==> src/hw/rtl/hsvrgb_pkg.sv <==
// Shared constants, stage-enable types and curve table functions for the HSL/HSV to RGB converter.
package hsvrgb_pkg;

  // Width of every data field on the request channels, apart from the mode bit.
  localparam int FIELD_W = 16;

  // Pipeline split: color mixing stages, then sRGB decoding stages.
  localparam int COLOR_STAGES  = 4;
  localparam int DECODE_STAGES = 4;
  localparam int NUM_STAGES    = COLOR_STAGES + DECODE_STAGES;

  typedef logic [COLOR_STAGES-1:0]  color_en_t;
  typedef logic [DECODE_STAGES-1:0] decode_en_t;

  // Knee of the sRGB decoding curve, 0.04045, as a ratio.
  localparam longint unsigned KNEE_NUM = 64'd4045;
  localparam longint unsigned KNEE_DEN = 64'd100000;

  // Linear segment below the knee: x / 12.92 = (50x + 323) / 646, rounded.
  localparam int LOW_NUM  = 50;
  localparam int LOW_BIAS = 323;
  localparam int LOW_DEN  = 646;

  // Working precision used while building the curve table.
  localparam int CURVE_WP = 30;

  // Restoring division on 64-bit values, used only while the table is built.
  function automatic longint unsigned udiv(longint unsigned num, longint unsigned den);
    longint unsigned q;
    longint unsigned r;
    q = 64'd0;
    r = 64'd0;
    for (int b = 63; b >= 0; b--) begin
      r = (r << 1) | ((num >> b) & 64'd1);
      if (r >= den) begin
        r = r - den;
        q = q | (64'd1 << b);
      end
    end
    return q;
  endfunction

  // Fixed-point product at CURVE_WP fraction bits.
  function automatic longint unsigned mulw(longint unsigned a, longint unsigned b);
    return (a * b) >> CURVE_WP;
  endfunction

  function automatic longint unsigned pow5w(longint unsigned r);
    longint unsigned r2;
    longint unsigned r4;
    r2 = mulw(r, r);
    r4 = mulw(r2, r2);
    return mulw(r4, r);
  endfunction

  // Largest r with r^5 <= w, found by bisection.
  function automatic longint unsigned root5w(longint unsigned w);
    longint unsigned lo;
    longint unsigned hi;
    longint unsigned mid;
    lo = 64'd0;
    hi = 64'd1 << CURVE_WP;
    while (lo < hi) begin
      mid = (lo + hi + 64'd1) >> 1;
      if (pow5w(mid) <= w) begin
        lo = mid;
      end else begin
        hi = mid - 64'd1;
      end
    end
    return lo;
  endfunction

  // One point of ((x + 0.055) / 1.055)^2.4 at x = i / (n - 1), with f fraction bits.
  // The power 2.4 is u^2 times the fifth root of u^2.
  function automatic longint unsigned curve_entry(longint unsigned i, longint unsigned n,
                                                  int f);
    longint unsigned n1;
    longint unsigned den;
    longint unsigned num;
    longint unsigned u;
    longint unsigned w;
    longint unsigned r;
    longint unsigned v;
    longint unsigned q;
    n1  = n - 64'd1;
    den = 64'd1055 * n1;
    num = (64'd1000 * i + 64'd55 * n1) << CURVE_WP;
    u   = udiv(num + (den >> 1), den);
    w   = (u * u + (64'd1 << (CURVE_WP - 1))) >> CURVE_WP;
    r   = root5w(w);
    v   = (w * r + (64'd1 << (CURVE_WP - 1))) >> CURVE_WP;
    q   = (v + (64'd1 << (CURVE_WP - f - 1))) >> (CURVE_WP - f);
    if (q > (64'd1 << f)) begin
      q = 64'd1 << f;
    end
    return q;
  endfunction

endpackage

==> src/hw/rtl/hsvrgb_color.sv <==
// Four-stage color mixer: hue ramps, chroma, channel products and final clamp.
module hsvrgb_color #(
  parameter int FRAC_BITS = 16
) (
  input  logic                            clk_i,
  input  hsvrgb_pkg::color_en_t           en_i,
  input  logic                            mode_i,
  input  logic [FRAC_BITS-1:0]            hue_i,
  input  logic [FRAC_BITS-1:0]            sat_i,
  input  logic [FRAC_BITS-1:0]            level_i,
  output logic [2:0][FRAC_BITS-1:0]       chan_o
);
  import hsvrgb_pkg::*;

  localparam int SW = FRAC_BITS + 4;        // signed width for hue and lightness terms
  localparam int CW = 2 * FRAC_BITS;        // chroma product width
  localparam int PW = 2 * FRAC_BITS + 3;    // signed channel product width

  localparam logic signed [SW-1:0] ONE_S   = SW'(64'd1 << FRAC_BITS);
  localparam logic signed [SW-1:0] TWO_S   = SW'(64'd2 << FRAC_BITS);
  localparam logic signed [SW-1:0] THREE_S = SW'(64'd3 << FRAC_BITS);
  localparam logic signed [SW-1:0] FOUR_S  = SW'(64'd4 << FRAC_BITS);
  localparam logic [CW-1:0]        HALF_C  = CW'(64'd1 << (FRAC_BITS - 1));
  localparam logic signed [PW-1:0] HALF_P  = PW'(64'd1 << (FRAC_BITS - 1));
  localparam logic [FRAC_BITS+2:0] MAX_Y   = (FRAC_BITS+3)'((64'd1 << FRAC_BITS) - 64'd1);

  function automatic logic signed [SW-1:0] abs_s(logic signed [SW-1:0] a);
    return (a < 0) ? -a : a;
  endfunction

  // Clamp to the closed range zero through one.
  function automatic logic [FRAC_BITS:0] sat01(logic signed [SW-1:0] a);
    logic [FRAC_BITS:0] res;
    if (a < 0) begin
      res = '0;
    end else if (a > ONE_S) begin
      res = ONE_S[FRAC_BITS:0];
    end else begin
      res = a[FRAC_BITS:0];
    end
    return res;
  endfunction

  // Stage 1 registers.
  logic                      mode1_q;
  logic [FRAC_BITS-1:0]      lvl1_q;
  logic [FRAC_BITS-1:0]      sat1_q;
  logic [FRAC_BITS:0]        mul1_q;
  logic [2:0][FRAC_BITS:0]   ramp1_q;
  // Stage 2 registers.
  logic                      mode2_q;
  logic [FRAC_BITS-1:0]      lvl2_q;
  logic [FRAC_BITS-1:0]      chroma2_q;
  logic [2:0][FRAC_BITS:0]   ramp2_q;
  // Stage 3 registers.
  logic [FRAC_BITS-1:0]      lvl3_q;
  logic signed [PW-1:0]      prod3_q [3];
  // Stage 4 registers.
  logic [2:0][FRAC_BITS-1:0] chan4_q;

  // Stage 1: piecewise-linear hue ramps and the chroma multiplicand.
  logic signed [SW-1:0]    h6;
  logic signed [SW-1:0]    tw;
  logic signed [SW-1:0]    kk;
  logic [FRAC_BITS:0]      mul1_d;
  logic [2:0][FRAC_BITS:0] ramp1_d;

  always_comb begin
    h6 = SW'({hue_i, 2'b00}) + SW'({hue_i, 1'b0});
    ramp1_d[0] = sat01(abs_s(h6 - THREE_S) - ONE_S);
    ramp1_d[1] = sat01(TWO_S - abs_s(h6 - TWO_S));
    ramp1_d[2] = sat01(TWO_S - abs_s(h6 - FOUR_S));
    tw = SW'({level_i, 1'b0}) - ONE_S;
    kk = ONE_S - abs_s(tw);
    mul1_d = mode_i ? {1'b0, level_i} : kk[FRAC_BITS:0];
  end

  always_ff @(posedge clk_i) begin
    if (en_i[0]) begin
      mode1_q <= mode_i;
      lvl1_q  <= level_i;
      sat1_q  <= sat_i;
      mul1_q  <= mul1_d;
      ramp1_q <= ramp1_d;
    end
  end

  // Stage 2: chroma, rounded to nearest.
  logic [CW-1:0] cprod;

  always_comb begin
    cprod = {{(FRAC_BITS-1){1'b0}}, mul1_q} * {{FRAC_BITS{1'b0}}, sat1_q} + HALF_C;
  end

  always_ff @(posedge clk_i) begin
    if (en_i[1]) begin
      mode2_q   <= mode1_q;
      lvl2_q    <= lvl1_q;
      chroma2_q <= cprod[CW-1:FRAC_BITS];
      ramp2_q   <= ramp1_q;
    end
  end

  // Stage 3: offset ramp times chroma per channel.
  logic signed [FRAC_BITS+1:0] base;
  logic signed [FRAC_BITS+1:0] dlt [3];
  logic signed [FRAC_BITS:0]   chroma_s;
  logic signed [PW-1:0]        prod3_d [3];

  always_comb begin
    base     = mode2_q ? (FRAC_BITS+2)'(64'd1 << FRAC_BITS)
                       : (FRAC_BITS+2)'(64'd1 << (FRAC_BITS - 1));
    chroma_s = $signed({1'b0, chroma2_q});
    for (int k = 0; k < 3; k++) begin
      dlt[k]     = $signed({1'b0, ramp2_q[k]}) - base;
      prod3_d[k] = PW'(dlt[k]) * PW'(chroma_s);
    end
  end

  always_ff @(posedge clk_i) begin
    if (en_i[2]) begin
      lvl3_q <= lvl2_q;
      for (int k = 0; k < 3; k++) begin
        prod3_q[k] <= prod3_d[k];
      end
    end
  end

  // Stage 4: add the level, round half up and clamp to the format.
  logic signed [PW-1:0]      total [3];
  logic signed [PW-1:0]      shifted [3];
  logic [2:0][FRAC_BITS-1:0] chan4_d;

  always_comb begin
    for (int k = 0; k < 3; k++) begin
      total[k]   = $signed({3'b000, lvl3_q, {FRAC_BITS{1'b0}}}) + prod3_q[k] + HALF_P;
      shifted[k] = total[k] >>> FRAC_BITS;
      if (total[k] < 0) begin
        chan4_d[k] = '0;
      end else if (shifted[k][FRAC_BITS+2:0] > MAX_Y) begin
        chan4_d[k] = MAX_Y[FRAC_BITS-1:0];
      end else begin
        chan4_d[k] = shifted[k][FRAC_BITS-1:0];
      end
    end
  end

  always_ff @(posedge clk_i) begin
    if (en_i[3]) begin
      chan4_q <= chan4_d;
    end
  end

  assign chan_o = chan4_q;

endmodule

==> config.mk <==
export PLATFORM = sky130hd
export DESIGN_NAME = hsvrgb_color
export DESIGN_NICKNAME = d
export VERILOG_FILES = /design/src/hw/rtl/hsvrgb_pkg.sv /design/src/hw/rtl/hsvrgb_color.sv
export SDC_FILE = /design/constraint.sdc
export NUM_CORES = 2
export LEC_CHECK = 0
export ABC_AREA = 0
export ABC_CLOCK_PERIOD_IN_PS = 11500
export BUFFER_PORTS_ARGS = -buffer_cell sky130_fd_sc_hd__buf_2
export CAP_MARGIN = 25
export CORE_UTILIZATION = 53
export DETAILED_ROUTE_END_ITERATION = 6
export HOLD_SLACK_MARGIN = 0.1
export PLACE_DENSITY = 0.65
export SETUP_SLACK_MARGIN = 0.3
export SLEW_MARGIN = 5
export SYNTH_ARGS = -nofsm -noshare
export SYNTH_HDL_FRONTEND = slang
export SYNTH_SLANG_ARGS = --single-unit
==> constraint.sdc <==
create_clock -name clk_i -period 11.5 [get_ports clk_i]
set_input_delay 1.725 -clock clk_i [delete_from_list [all_inputs] [get_ports clk_i]]
set_output_delay 1.725 -clock clk_i [all_outputs]
set_load 0.02 [all_outputs]
==> flow_summary_export.csv <==
group,metric,value,unit
run_status,outcome,"complete, no violations",
cts,clk_path_buf_depth,3,
critical_path,ff2ff_path_depth,25,
drt,drtIter0Drc,2671,
place,dp_hpwl,105000,um
timing,grt_setup_unrepaired,"no",
critical_path,crit_top_cell,"fa_1",
timing,fmax,126,MHz
critical_path,crit_required,11.85,ns
drt,route.met2.wl,65500,um
cts,worstSkewPairLatency,0.60,ns
timing,layout_min_cycle_time,7.91,ns
cts,cts_buffers,37,
cts,post-cts-setup-buffers,0,
cells_and_area,syn_to_final_growth,5.00,%
global_routing,grt_max_degree,69,
cts,htreeDepth,2,
critical_path,reg2reg_to,"prod3_q[0][34]$_DFFE_PP_",
drt,wl_per_cell,18.9,um
timing,slew_headroom,34.9,%
synthesis,synthFlopType,"edfxtp_1",
synthesis,synthArstFlopShare,0,%
synthesis,synth_top_area_cell,"fa_1",
synthesis,ys_seq_elements,303,
global_routing,antenna_found_initial,1,
synthesis,synthesis.nets,7347,
critical_path,r2r_setup_slack,3.59,ns
die,die-width,327,um
hold_path,worstHoldPathType,"reg -> reg",
place,port_buffers,101,
synthesis,syn_avg_cell_area,9.59,um2
timing,post-route-period-util,68.8,%
hold_path,worstHoldStart,"ramp1_q[23]$_SDFFCE_PP0P_",
hold_path,whs_path_depth,0,
critical_path,slowest_stage,"fa_1",
global_routing,grt.total_usage,26.4,%
synthesis,synth_edf_count,303,
timing,clock_skew,0.0440,ns
global_routing,grt_pass1_vias,41300,
synthesis,synth_top_area_share,36.8,%
timing,hold_viol,0,
drt,routed-wl-met3,7060,um
die,num_rows,118,
critical_path,cp_max_fo,16,
die,coreArea,0.104,mm2
drt,dr.pass1.iters,6,
place,gp_congestion,0.896,
cts,clk_pin_slew_worst_paths,0.08,ns
cells_and_area,post-route-cell-area,0.0587,mm2
synthesis,syn_area,0.0559,mm2
critical_path,path_delay_family,"adder cells",
critical_path,path_buf_inv,5,
die,die_area,0.107,mm2
cells_and_area,drive_gt1_share,5.02,%
critical_path,cp-start-kind,"register",
timing,setup_tns,0,ns
place,placement.cell_area,0.0575,mm2
critical_path,reg2reg_from,"mode2_q$_DFFE_PP_",
synthesis,ys_types,116,
drt,drt-met1-wl,59200,um
drt,routed_wl,136000,um
cts,cts_sinks,303,
timing,slew_viol_final,0,
drt,remaining_drc_errors,0,
drt,ant_nets,0,
cts,cts_tree,"built",
critical_path,worstSetupEndpointType,"register",
synthesis,seq_area_frac_synth,16.3,%
critical_path,max_stage_delay,0.85,ns
synthesis,ys_warn_count,0,
die,io_pins,102,
timing,tightestPinTransition,0.970,ns
critical_path,worstPathArrival,8.26,ns
drt,routed_via_density,5.39,
run,cap_violations,0,
hold_path,hold_path_end,"ramp2_q[23]$_DFFE_PP_",
die,initial_core_util,53.7,%
drt,num_vias,38700,
die,dieHeight,327,um
synthesis,netlist_instances,5823,
cts,cts_resized,0,
cts,cts_root_buffer,"clkbuf_16",
drt,highest_layer,"met4",
global_routing,grt_pass1_wl,221000,um
critical_path,path_class,"reg -> reg",
synthesis,synthTopCellsByArea,"fa_1 37%, edfxtp_1 16%, ha_1 9.9%",
timing,setup_viol,0,
cells_and_area,nets,7297,
global_routing,grt_overflow,0,
cts,cts_hold_buf,0,
## worst max path at each step
stage	end	startpoint	depth (start not counted)	slack, ns
after floorplan	prod3_q[0][34]$_DFFE_PP_	mode2_q$_DFFE_PP_	26	4.35
after global placement	ramp1_q[19]$_SDFFCE_PP0P_	hue_i[0]	21	3.44
after detailed placement	ramp1_q[19]$_SDFFCE_PP0P_	hue_i[0]	21	3.28
after CTS	prod3_q[0][34]$_DFFE_PP_	mode2_q$_DFFE_PP_	25	3.60
after global routing	prod3_q[0][69]$_DFFE_PP_	mode2_q$_DFFE_PP_	26	3.24
final	prod3_q[0][34]$_DFFE_PP_	mode2_q$_DFFE_PP_	25	3.59
## area by class of cell
type,instances,area [um2]
Multi-Input combinational cell,3950,40800
Fill cell,9277,45300
Inverter,1339,5030
Clock buffer,42,966
Antenna cell,2,5.00
Tap cell,1380,1730
Clock inverter,20,198
Sequential cell,303,9100
Timing Repair Buffer,142,833
## flip-flops by register name (all words and copies together), names as in the netlist, 17 cells and up
signal   flops
mul1_q      17
ramp2_q     48
prod3_q     60
chan_o      48
ramp1_q     48
## Yosys cell counts, types with 6 or more instances
cell,count
and3_1,28
mux2i_1,10
o31ai_1,13
a21oi_1,149
and4_1,6
nand2_1,678
xnor2_1,180
or2_2,15
nand3_1,52
nor3_1,51
a211o_1,13
edfxtp_1,303
o2111ai_1,7
o21ai_1,7
and2_1,445
inv_1,1337
xor2_1,70
clkbuf_1,207
o211ai_1,9
or4_1,6
maj3_1,13
nand2b_1,77
a22oi_1,6
a31oi_1,15
o21ai_0,74
fa_1,1026
o21bai_1,23
buf_6,6
buf_2,11
a211oi_1,23
nor2_1,163
a2111oi_0,6
ha_1,444
nor4_1,15
nor2b_1,66
a21o_1,47
or3_1,12
nand4_1,10
o21a_1,39
nor3_2,11
## metal layers
metal  up-vias  global-route usage (%)
met3       211                    2.67
met2      1104                    44.4
met5         -                       0
met4         0                    8.49
li1      17700                       -
met1     19600                    35.9
## layout by cell type, fill, tap and decap left out, drive strengths merged, types with 10 or more instances in the layout
cell    Yosys  final
a211o      13     13
a211oi     26     26
a21o       47     47
a21oi     151    151
a31oi      16     16
and2      448    448
and3       28     28
buf        24    142
clkbuf    207     42
clkinv      1     11
edfxtp    303    303
fa       1026   1026
ha        444    444
inv      1338   1345
maj3       13     13
mux2i      10     10
nand2     682    682
nand2b     78     78
nand3      56     56
nand4      10     10
nor2      164    164
nor2b      66     66
nor3       64     64
nor4       18     18
o21a       40     40
o21ai      82     82
o21bai     23     23
o31ai      17     17
or2        17     17
or3        15     15
xnor2     182    182
xor2       71     71
## worst register-to-register path: cells and delay by family, from the launching register on
family | cells | cell delay, ns
fa+ha+maj | 9 | 4.41
compound gates | 6 | 1.70
simple gates | 4 | 0.63
flops | 1 | 0.49
buf+inv | 5 | 0.33
xor+xnor | 1 | 0.12
## cells by family after synthesis
group           count (synthesis)  share of synthesized area (%)
buf+inv                      1570                           10.7
flops                         303                           16.3
simple gates                 1680                           15.3
xor+xnor                      253                           4.01
fa+ha+maj                    1483                           47.0
mux                            15                          0.280
compound gates                519                           6.52
## per-stage QoR
step                util, %  std cells  setup slack [ns]  hold slack, ns
finish                 56.4       7178              3.59           0.414
global route           56.4       7176              3.24           0.417
CTS                    56.4       7174              3.60           0.413
detailed placement     55.3       7112              3.28           0.405
global placement       55.3       7110              3.44           0.401
floorplan                 -       5823              4.35           0.400
Power is not shown: default switching activity piles up to over one toggle a cycle in this logic, so the estimate is an artifact.
